==> config.mk <==
export PLATFORM = sky130hd
export DESIGN_NAME = flat_json_pair_parser
export DESIGN_NICKNAME = d
export VERILOG_FILES = /design/src/rtl/core/fjp_pkg.sv /design/src/rtl/core/flat_json_pair_parser.sv /design/src/rtl/core/fjp_step.sv /design/src/rtl/core/fjp_pair_count.sv
export VERILOG_INCLUDE_DIRS = /design/src /design/src/rtl/core
export SDC_FILE = /design/constraint.sdc
export NUM_CORES = 1
export LEC_CHECK = 0
export BUFFER_PORTS_ARGS = -buffer_cell sky130_fd_sc_hd__buf_2
export CORE_MARGIN = 2
export CORE_UTILIZATION = 40
export DETAILED_ROUTE_END_ITERATION = 10
export SLEW_MARGIN = 30
export SYNTH_ARGS = -nofsm -noshare
export SYNTH_HDL_FRONTEND = slang
export SYNTH_SLANG_ARGS = --single-unit
export TNS_END_PERCENT = 20
==> constraint.sdc <==
create_clock -name clk_i -period 2.4 [get_ports clk_i]
set_clock_uncertainty 0.15 [all_clocks]
set_input_delay 0.36 -clock clk_i [delete_from_list [all_inputs] [get_ports clk_i]]
set_output_delay 0.36 -clock clk_i [all_outputs]
set_load 0.05 [all_outputs]
==> src/rtl/core/assert_macros.svh <==
// Assertion macros shared by the flat JSON pair parser RTL.
// Needs clk_i and rst_ni in the scope where a macro is used.
`ifndef ASSERT_MACROS_SVH
`define ASSERT_MACROS_SVH

// Same-cycle implication, disabled while reset is low
`define FJP_ASSERT_IMP(lbl, ante, cons, msg) \
  lbl: assert property (@(posedge clk_i) disable iff (!rst_ni) (ante) |-> (cons)) \
    else $error(msg);

// Next-cycle implication, disabled while reset is low
`define FJP_ASSERT_NXT(lbl, ante, cons, msg) \
  lbl: assert property (@(posedge clk_i) disable iff (!rst_ni) (ante) |=> (cons)) \
    else $error(msg);

`endif

==> src/rtl/core/fjp_pkg.sv <==
// Package for the flat JSON pair parser: character codes, phase, role and
// verdict types, and the step result struct. No dependencies.
package fjp_pkg;

  localparam int unsigned BYTE_W      = 8;
  localparam int unsigned PAIRS_W     = 16;
  localparam int unsigned COUNT_W_DEF = 16;

  // Token characters
  localparam logic [BYTE_W-1:0] CHAR_LBRACE = 8'h7B;
  localparam logic [BYTE_W-1:0] CHAR_RBRACE = 8'h7D;
  localparam logic [BYTE_W-1:0] CHAR_COLON  = 8'h3A;
  localparam logic [BYTE_W-1:0] CHAR_COMMA  = 8'h2C;
  localparam logic [BYTE_W-1:0] CHAR_QUOTE  = 8'h22;
  localparam logic [BYTE_W-1:0] CHAR_SPACE  = 8'h20;
  localparam logic [BYTE_W-1:0] CHAR_TAB    = 8'h09;
  localparam logic [BYTE_W-1:0] CHAR_LF     = 8'h0A;
  localparam logic [BYTE_W-1:0] CHAR_CR     = 8'h0D;

  // Parser phase, one-hot
  typedef enum logic [9:0] {
    PH_OPEN     = 10'b00_0000_0001,
    PH_FIRST    = 10'b00_0000_0010,
    PH_KEY      = 10'b00_0000_0100,
    PH_COLON    = 10'b00_0000_1000,
    PH_VALQ     = 10'b00_0001_0000,
    PH_VAL      = 10'b00_0010_0000,
    PH_SEP      = 10'b00_0100_0000,
    PH_KEYQ     = 10'b00_1000_0000,
    PH_ACCEPTED = 10'b01_0000_0000,
    PH_REJECTED = 10'b10_0000_0000
  } phase_e;

  typedef enum logic [2:0] {
    ROLE_STRUCT  = 3'd0,
    ROLE_KEY     = 3'd1,
    ROLE_VAL     = 3'd2,
    ROLE_KEYEND  = 3'd3,
    ROLE_VALEND  = 3'd4,
    ROLE_IGNORED = 3'd5
  } role_e;

  typedef enum logic [1:0] {
    VERD_RUNNING  = 2'd0,
    VERD_ACCEPTED = 2'd1,
    VERD_REJECTED = 2'd2
  } verdict_e;

  // Outcome of one byte against the current phase
  typedef struct packed {
    phase_e   next_phase;
    role_e    role;
    verdict_e verdict;
    logic     pair_inc;
  } step_t;

endpackage

==> src/rtl/core/flat_json_pair_parser.sv <==
// Flat JSON pair parser: takes one byte per cycle and sustains one byte per
// cycle while the output is not stalled, each byte registered at input and output.
// A byte is captured in an input register, then the phase register and pair
// counter are updated in the same cycle that its result is loaded into the
// output register; this single phase loop is what bounds throughput. Each
// result carries the byte, its role, the pair count so far and the verdict,
// and tlast marks the result of the last byte; after it the parser is back in
// its reset state for the next value. No clearing pass after reset.
// Depends on fjp_pkg, fjp_step, fjp_pair_count and assert_macros.svh.
`include "assert_macros.svh"

module flat_json_pair_parser import fjp_pkg::*; #(
  parameter int unsigned COUNT_WIDTH = COUNT_W_DEF
) (
  input  logic        clk_i,
  input  logic        rst_ni,
  // Input stream
  input  logic        s_axis_tvalid,
  output logic        s_axis_tready,
  input  logic [7:0]  s_axis_tdata,   // [7:0] data_byte
  input  logic        s_axis_tlast,   // last
  // Result stream
  output logic        m_axis_tvalid,
  input  logic        m_axis_tready,
  output logic [31:0] m_axis_tdata,   // [7:0] echo_byte, [23:8] pairs_done,
                                      // [25:24] verdict, [31:26] zero
  output logic [2:0]  m_axis_tuser,   // [2:0] byte_role
  output logic        m_axis_tlast    // final_res
);

  logic               in_valid_q;
  logic [BYTE_W-1:0]  in_byte_q;
  logic               in_last_q;
  phase_e             phase_q, phase_d;

  logic               out_valid_q;
  logic [BYTE_W-1:0]  out_byte_q;
  role_e              out_role_q;
  logic [PAIRS_W-1:0] out_pairs_q;
  verdict_e           out_verdict_q;
  logic               out_last_q;

  logic               out_take;
  logic               advance;
  step_t              step;
  logic [PAIRS_W-1:0] pairs_done;

  // Handshake: output register frees when empty or drained
  assign out_take      = !out_valid_q || m_axis_tready;
  assign advance       = in_valid_q && out_take;
  assign s_axis_tready = !in_valid_q || advance;

  // Input register
  always_ff @(posedge clk_i or negedge rst_ni) begin
    if (!rst_ni) begin
      in_valid_q <= 1'b0;
    end else if (s_axis_tready) begin
      in_valid_q <= s_axis_tvalid;
    end
  end

  always_ff @(posedge clk_i) begin
    if (s_axis_tready && s_axis_tvalid) begin
      in_byte_q <= s_axis_tdata;
      in_last_q <= s_axis_tlast;
    end
  end

  fjp_step u_step (
    .phase_i (phase_q),
    .byte_i  (in_byte_q),
    .last_i  (in_last_q),
    .step_o  (step)
  );

  fjp_pair_count #(
    .COUNT_WIDTH (COUNT_WIDTH)
  ) u_pair_count (
    .clk_i        (clk_i),
    .rst_ni       (rst_ni),
    .advance_i    (advance),
    .pair_inc_i   (step.pair_inc),
    .clear_i      (in_last_q),
    .pairs_done_o (pairs_done)
  );

  // Phase register, back to the start after the last byte
  assign phase_d = in_last_q ? PH_OPEN : step.next_phase;

  always_ff @(posedge clk_i or negedge rst_ni) begin
    if (!rst_ni) begin
      phase_q <= PH_OPEN;
    end else if (advance) begin
      phase_q <= phase_d;
    end
  end

  // Output register
  always_ff @(posedge clk_i or negedge rst_ni) begin
    if (!rst_ni) begin
      out_valid_q <= 1'b0;
    end else if (out_take) begin
      out_valid_q <= in_valid_q;
    end
  end

  always_ff @(posedge clk_i) begin
    if (advance) begin
      out_byte_q    <= in_byte_q;
      out_role_q    <= step.role;
      out_pairs_q   <= pairs_done;
      out_verdict_q <= step.verdict;
      out_last_q    <= in_last_q;
    end
  end

  assign m_axis_tvalid = out_valid_q;
  assign m_axis_tdata  = {6'b0, out_verdict_q, out_pairs_q, out_byte_q};
  assign m_axis_tuser  = out_role_q;
  assign m_axis_tlast  = out_last_q;

  `FJP_ASSERT_NXT(a_last_resets_phase, advance && in_last_q, phase_q == PH_OPEN,
                  "phase not reset after last byte")
  `FJP_ASSERT_IMP(a_accept_role, out_valid_q && (out_verdict_q == VERD_ACCEPTED),
                  (out_role_q == ROLE_STRUCT) || (out_role_q == ROLE_IGNORED),
                  "accepted result carries a key or value role")
  `FJP_ASSERT_IMP(a_valend_counts, out_valid_q && (out_role_q == ROLE_VALEND),
                  out_pairs_q != '0, "value end with zero pair count")

endmodule

==> src/rtl/core/fjp_step.sv <==
// Per-byte transition logic of the flat JSON pair parser.
// Depends on fjp_pkg.
module fjp_step import fjp_pkg::*; (
  input  phase_e            phase_i,
  input  logic [BYTE_W-1:0] byte_i,
  input  logic              last_i,
  output step_t             step_o
);

  logic   is_space;
  phase_e next;
  role_e  role;
  logic   pair_inc;

  assign is_space = (byte_i == CHAR_SPACE) || (byte_i == CHAR_TAB) ||
                    (byte_i == CHAR_LF) || (byte_i == CHAR_CR);

  // Phase transition and role
  always_comb begin
    next     = phase_i;
    role     = ROLE_STRUCT;
    pair_inc = 1'b0;
    unique case (phase_i)
      PH_OPEN: begin
        if (byte_i == CHAR_LBRACE) next = PH_FIRST;
        else if (!is_space)        next = PH_REJECTED;
      end
      PH_FIRST: begin
        if (byte_i == CHAR_RBRACE)     next = PH_ACCEPTED;
        else if (byte_i == CHAR_QUOTE) next = PH_KEY;
        else if (!is_space)            next = PH_REJECTED;
      end
      PH_KEY: begin
        if (byte_i == CHAR_QUOTE) begin
          role = ROLE_KEYEND;
          next = PH_COLON;
        end else begin
          role = ROLE_KEY;
        end
      end
      PH_COLON: begin
        if (byte_i == CHAR_COLON) next = PH_VALQ;
        else if (!is_space)       next = PH_REJECTED;
      end
      PH_VALQ: begin
        if (byte_i == CHAR_QUOTE) next = PH_VAL;
        else if (!is_space)       next = PH_REJECTED;
      end
      PH_VAL: begin
        if (byte_i == CHAR_QUOTE) begin
          role     = ROLE_VALEND;
          next     = PH_SEP;
          pair_inc = 1'b1;
        end else begin
          role = ROLE_VAL;
        end
      end
      PH_SEP: begin
        if (byte_i == CHAR_COMMA)       next = PH_KEYQ;
        else if (byte_i == CHAR_RBRACE) next = PH_ACCEPTED;
        else if (!is_space)             next = PH_REJECTED;
      end
      PH_KEYQ: begin
        if (byte_i == CHAR_QUOTE) next = PH_KEY;
        else if (!is_space)       next = PH_REJECTED;
      end
      PH_ACCEPTED: begin
        role = ROLE_IGNORED;
      end
      default: begin
        role = ROLE_IGNORED;
        next = PH_REJECTED;
      end
    endcase
  end

  // A rejecting byte is itself ignored; the last byte settles the verdict
  always_comb begin
    step_o.next_phase = next;
    step_o.pair_inc   = pair_inc;
    step_o.role       = (next == PH_REJECTED) ? ROLE_IGNORED : role;
    if (next == PH_ACCEPTED)                  step_o.verdict = VERD_ACCEPTED;
    else if (next == PH_REJECTED || last_i)   step_o.verdict = VERD_REJECTED;
    else                                      step_o.verdict = VERD_RUNNING;
  end

endmodule

==> src/rtl/core/fjp_pair_count.sv <==
// Saturating pair counter of the flat JSON pair parser, with the clipped
// 16-bit view. Depends on fjp_pkg and assert_macros.svh.
`include "assert_macros.svh"

module fjp_pair_count import fjp_pkg::*; #(
  parameter int unsigned COUNT_WIDTH = COUNT_W_DEF
) (
  input  logic               clk_i,
  input  logic               rst_ni,
  input  logic               advance_i,
  input  logic               pair_inc_i,
  input  logic               clear_i,
  output logic [PAIRS_W-1:0] pairs_done_o
);

  logic [COUNT_WIDTH-1:0] count_q, count_d, count_new;

  // Count including the current byte, held at all ones
  assign count_new = (pair_inc_i && (count_q != '1)) ? count_q + 1'b1 : count_q;
  assign count_d   = clear_i ? '0 : count_new;

  always_ff @(posedge clk_i or negedge rst_ni) begin
    if (!rst_ni) begin
      count_q <= '0;
    end else if (advance_i) begin
      count_q <= count_d;
    end
  end

  // Reported value clips at the width of the result field
  if (COUNT_WIDTH > PAIRS_W) begin : g_clip
    assign pairs_done_o = (|count_new[COUNT_WIDTH-1:PAIRS_W]) ? '1
                                                               : count_new[PAIRS_W-1:0];
  end else begin : g_ext
    assign pairs_done_o = PAIRS_W'(count_new);
  end

  `FJP_ASSERT_NXT(a_clear_zero, advance_i && clear_i, count_q == '0,
                  "pair count not cleared after last byte")

endmodule
==> flow_metrics.py <==
metrics = {
    "outcome": {
        "status": "complete, no violations",
    },
    "pwr": {
        "comb_power_share_pct": 18.5,
        "switching_power_mw": 0.845,
        "p_sw_share_pct": 30.2,
        "p_int_mw": 1.95,
        "peakVddDrop_uv": 321,
        "seqPwrFrac_pct": 47.0,
        "power.density_nw_per_um2": 623,
        "p_leak_nw": 1.79,
        "clockPowerShare_pct": 34.5,
    },
    "place": {
        "io_buffers": 44,
        "place_hpwl_mm": 6.16,
        "place_inst": 520,
        "gp_congestion": 0.896,
    },
    "worst_hold_path": {
        "hp-start": "s_axis_tlast",
        "whs_path_depth": 1,
        "min_path_type": "primary input to flip-flop",
        "min_to": "in_last_q",
    },
    "flow_run": {
        "maxCapViolations": 0,
    },
    "clock_tree": {
        "cts.path.max_buffers": 2,
        "clock-sinks": 67,
        "cts_tree": "yes",
        "clk-insertion-delay-late_ps": 350,
        "cts_buffers": 9,
        "h-tree-depth": 3,
        "clk_pin_slew_ps": 70,
        "cts_root_buf": "clkbuf_8",
    },
    "global_routing": {
        "grtUsageTotal_pct": 18.5,
        "globalRouteOverflowTotal": 0,
        "grt_pass1_vias": 2864,
        "grt_pass1_wl_mm": 14.4,
        "grt_max_degree": 29,
        "antenna_found_initial": 0,
    },
    "setup_path": {
        "cp-start-kind": "flip-flop",
        "r2r-start": "phase_q[1]",
        "worst-setup-path-type": "flip-flop to flip-flop",
        "worst_ep_arrival_time_ps": 2390,
        "crit_top_cell": "buf_4",
        "cp_cell_sequence": "buf_6 -> buf_4 -> nor2_1 -> buf_4 -> and3_1 -> a2bb2oi_2 -> or3b_2 -> o2111ai_1 -> nand2_1",
        "cpLargestDelayFamily": "simple AND/OR/NAND/NOR gates",
        "timing.rr.end": "phase_q[2]",
        "crit_required_ps": 2470,
        "path_max_fanout": 9,
        "crit_path_end_kind": "flip-flop",
        "crit_slowest_cell": "or3b_2",
        "max_stage_delay_ps": 500,
        "crit_cells": 9,
        "path_buf_inv": 3,
        "ff2ff_path_depth": 9,
        "rrSetupSlack_ps": 80,
    },
    "synthesis": {
        "seq_area_frac_synth_pct": 50.9,
        "synth_edf_count": 39,
        "ys_top_cells_by_area": "edfxtp_1, dfrtp_1, o21ai_0",
        "synth_area_leader_cell": "edfxtp_1",
        "synth_cell_types": 64,
        "postSynthCellCount": 355,
        "ys.flop_type": "edfxtp_1",
        "avgSynthCellArea_um2": 10.4,
        "yosysWarnings": 0,
        "syn_area_um2": 3680,
        "ys_ff_latch": 67,
        "async_flop_share_pct": 41.8,
        "netlist.area_leader.share_pct": 31.8,
    },
    "detailed_routing": {
        "wl_met3_um": 456,
        "vias": 3067,
        "topRoutingLayerUsed": "met4",
        "wl_met2_mm": 3.94,
        "wl_per_cell_um": 16.3,
        "first_pass_iters": 4,
        "drt_iter0_markers": 184,
        "antenna_left": 0,
        "wl_met1_mm": 4.34,
        "wirelength_mm": 8.87,
        "remaining_drc_errors": 0,
        "via_per_inst": 5.65,
    },
    "cells_and_area": {
        "layout_common_cells": "buf_2, edfxtp_1, buf_4",
        "fin_util_pct": 50.9,
        "nets": 444,
        "antenna_cells": 0,
        "final_common_cell": "buf_2",
        "fin_cells": 543,
        "syn_to_final_growth_pct": 21.9,
        "drive_above_1_share_pct": 28.7,
        "fill_cells": 819,
    },
    "timing": {
        "min_period_ps": 2320,
        "finalCritPeriodShare_pct": 96.6,
        "rsz0062_at_grt": "true",
        "holdWs_ps": 34.0,
        "finalHoldViolCount": 0,
        "drv_slew": 0,
        "tns_ps": 0,
        "slew_headroom_pct": 55.0,
        "worst_pin_slew_ps": 675,
        "fmax_mhz": 431,
        "setup_viol": 0,
    },
    "floorplan": {
        "dieWidth_um": 99.9,
        "dieArea_um2": 9980,
        "dieHeight_um": 99.9,
        "coreArea_um2": 8810,
        "io_pins": 51,
        "initial_utilization_pct": 41.8,
        "rows": 34,
    },
}
==> registers in the layout, indices dropped and copies added, names as in the netlist <==
name	flops
in_byte_q	8
in_last_q	1
in_valid_q	1
m_axis_tlast	1
m_axis_tuser	3
m_axis_tvalid	1
out_byte_q	8
out_pairs_q	16
out_verdict_q	2
phase_q	10
u_pair_count.count_q	16
==> Yosys cell counts, types with 3 or more instances <==
master,count
xor2_1,3
a31oi_1,11
and4_1,3
xnor2_1,13
nand4_1,10
edfxtp_1,39
nor2_1,21
clkbuf_1,9
inv_1,6
o31ai_1,11
o211ai_1,3
and3_1,7
o21ai_0,26
nor2b_1,5
a21o_1,3
a211oi_1,3
nand3_1,14
buf_2,5
or3_1,4
nor3b_1,3
buf_4,9
and2_1,10
dfrtp_1,27
nor4b_1,3
nor3_1,14
a32oi_1,4
a21oi_1,17
nand2_1,23
nand2b_1,8
==> power by group through the flow <==
stage | Clock [mW] | Sequential (mW) | Combinational, mW
floorplan | 0 | 1.46 | 0.225
global placement | 0 | 1.34 | 0.502
detailed placement | 0 | 1.34 | 0.500
CTS | 0.989 | 1.31 | 0.504
global route | 1.03 | 1.32 | 0.557
finish | 0.964 | 1.31 | 0.518
==> worst max path at each step <==
stage,startpoint,endpoint
finish,phase_q[1],phase_q[2]
global placement,phase_q[6],m_axis_tuser[2]
detailed placement,phase_q[4],out_verdict_q[1]
floorplan,m_axis_tvalid,phase_q[5]
global route,in_byte_q[7],u_pair_count.count_q[15]
CTS,phase_q[4],out_verdict_q[1]
==> repair_timing <==
item                                    4_1_cts  5_1_grt
endpoints found under the hold margin        27        0
hold buffers                                  1        0
buffers inserted                              0        6
endpoints found under the setup margin        0        9
resized for setup                             0       12
==> kinds of logic (layout without fill, tap and decap cells) <==
logic type | Yosys count | after routing | share of synthesized area, %
other | 1 | 6 | 0.102
AOI/OAI and AO/OA | 93 | 93 | 16.4
DFF | 67 | 67 | 50.9
xor gates and xnor gates | 16 | 16 | 3.81
and+or+nand+nor | 142 | 142 | 23.2
buffers and inverters | 34 | 109 | 5.00
adders and majority gates | 1 | 1 | 0.340
muxes | 1 | 1 | 0.306
==> cell type report <==
| class | instances | area (µm²) | share of cell area [%] |
|---|---|---|---|
| inverter | 7 | 31.3 | 0.697 |
| multi-input combinational | 259 | 1690 | 37.6 |
| timing repair buffer | 86 | 554 | 12.4 |
| sequential | 67 | 1880 | 41.8 |
| clock inverter | 6 | 65.1 | 1.45 |
| tap | 108 | 135 | 3.01 |
| clock buffer | 10 | 138 | 3.07 |
==> stage by stage <==
| stage | total power [mW] | cell area [µm²] | setup WS [ps] |
|---|---|---|---|
| CTS | 2.81 | 4390 | 27.9 |
| global route | 2.91 | 4490 | -39.6 |
| finish | 2.80 | 4490 | 82.2 |
| global placement | 1.84 | 4180 | 76.9 |
| detailed placement | 1.84 | 4180 | 59.1 |
| floorplan | 1.69 | 3700 | 57.5 |
==> routing by layer <==
metal / vias to the layer above / GRT usage [%]
met2: 100 / 27.2
met5: - / 0
met4: 0 / 6.85
met3: 12 / 3.83
li1: 1484 / -
met1: 1471 / 26.9
No activity file was read; power rests on OpenSTA's default activity.
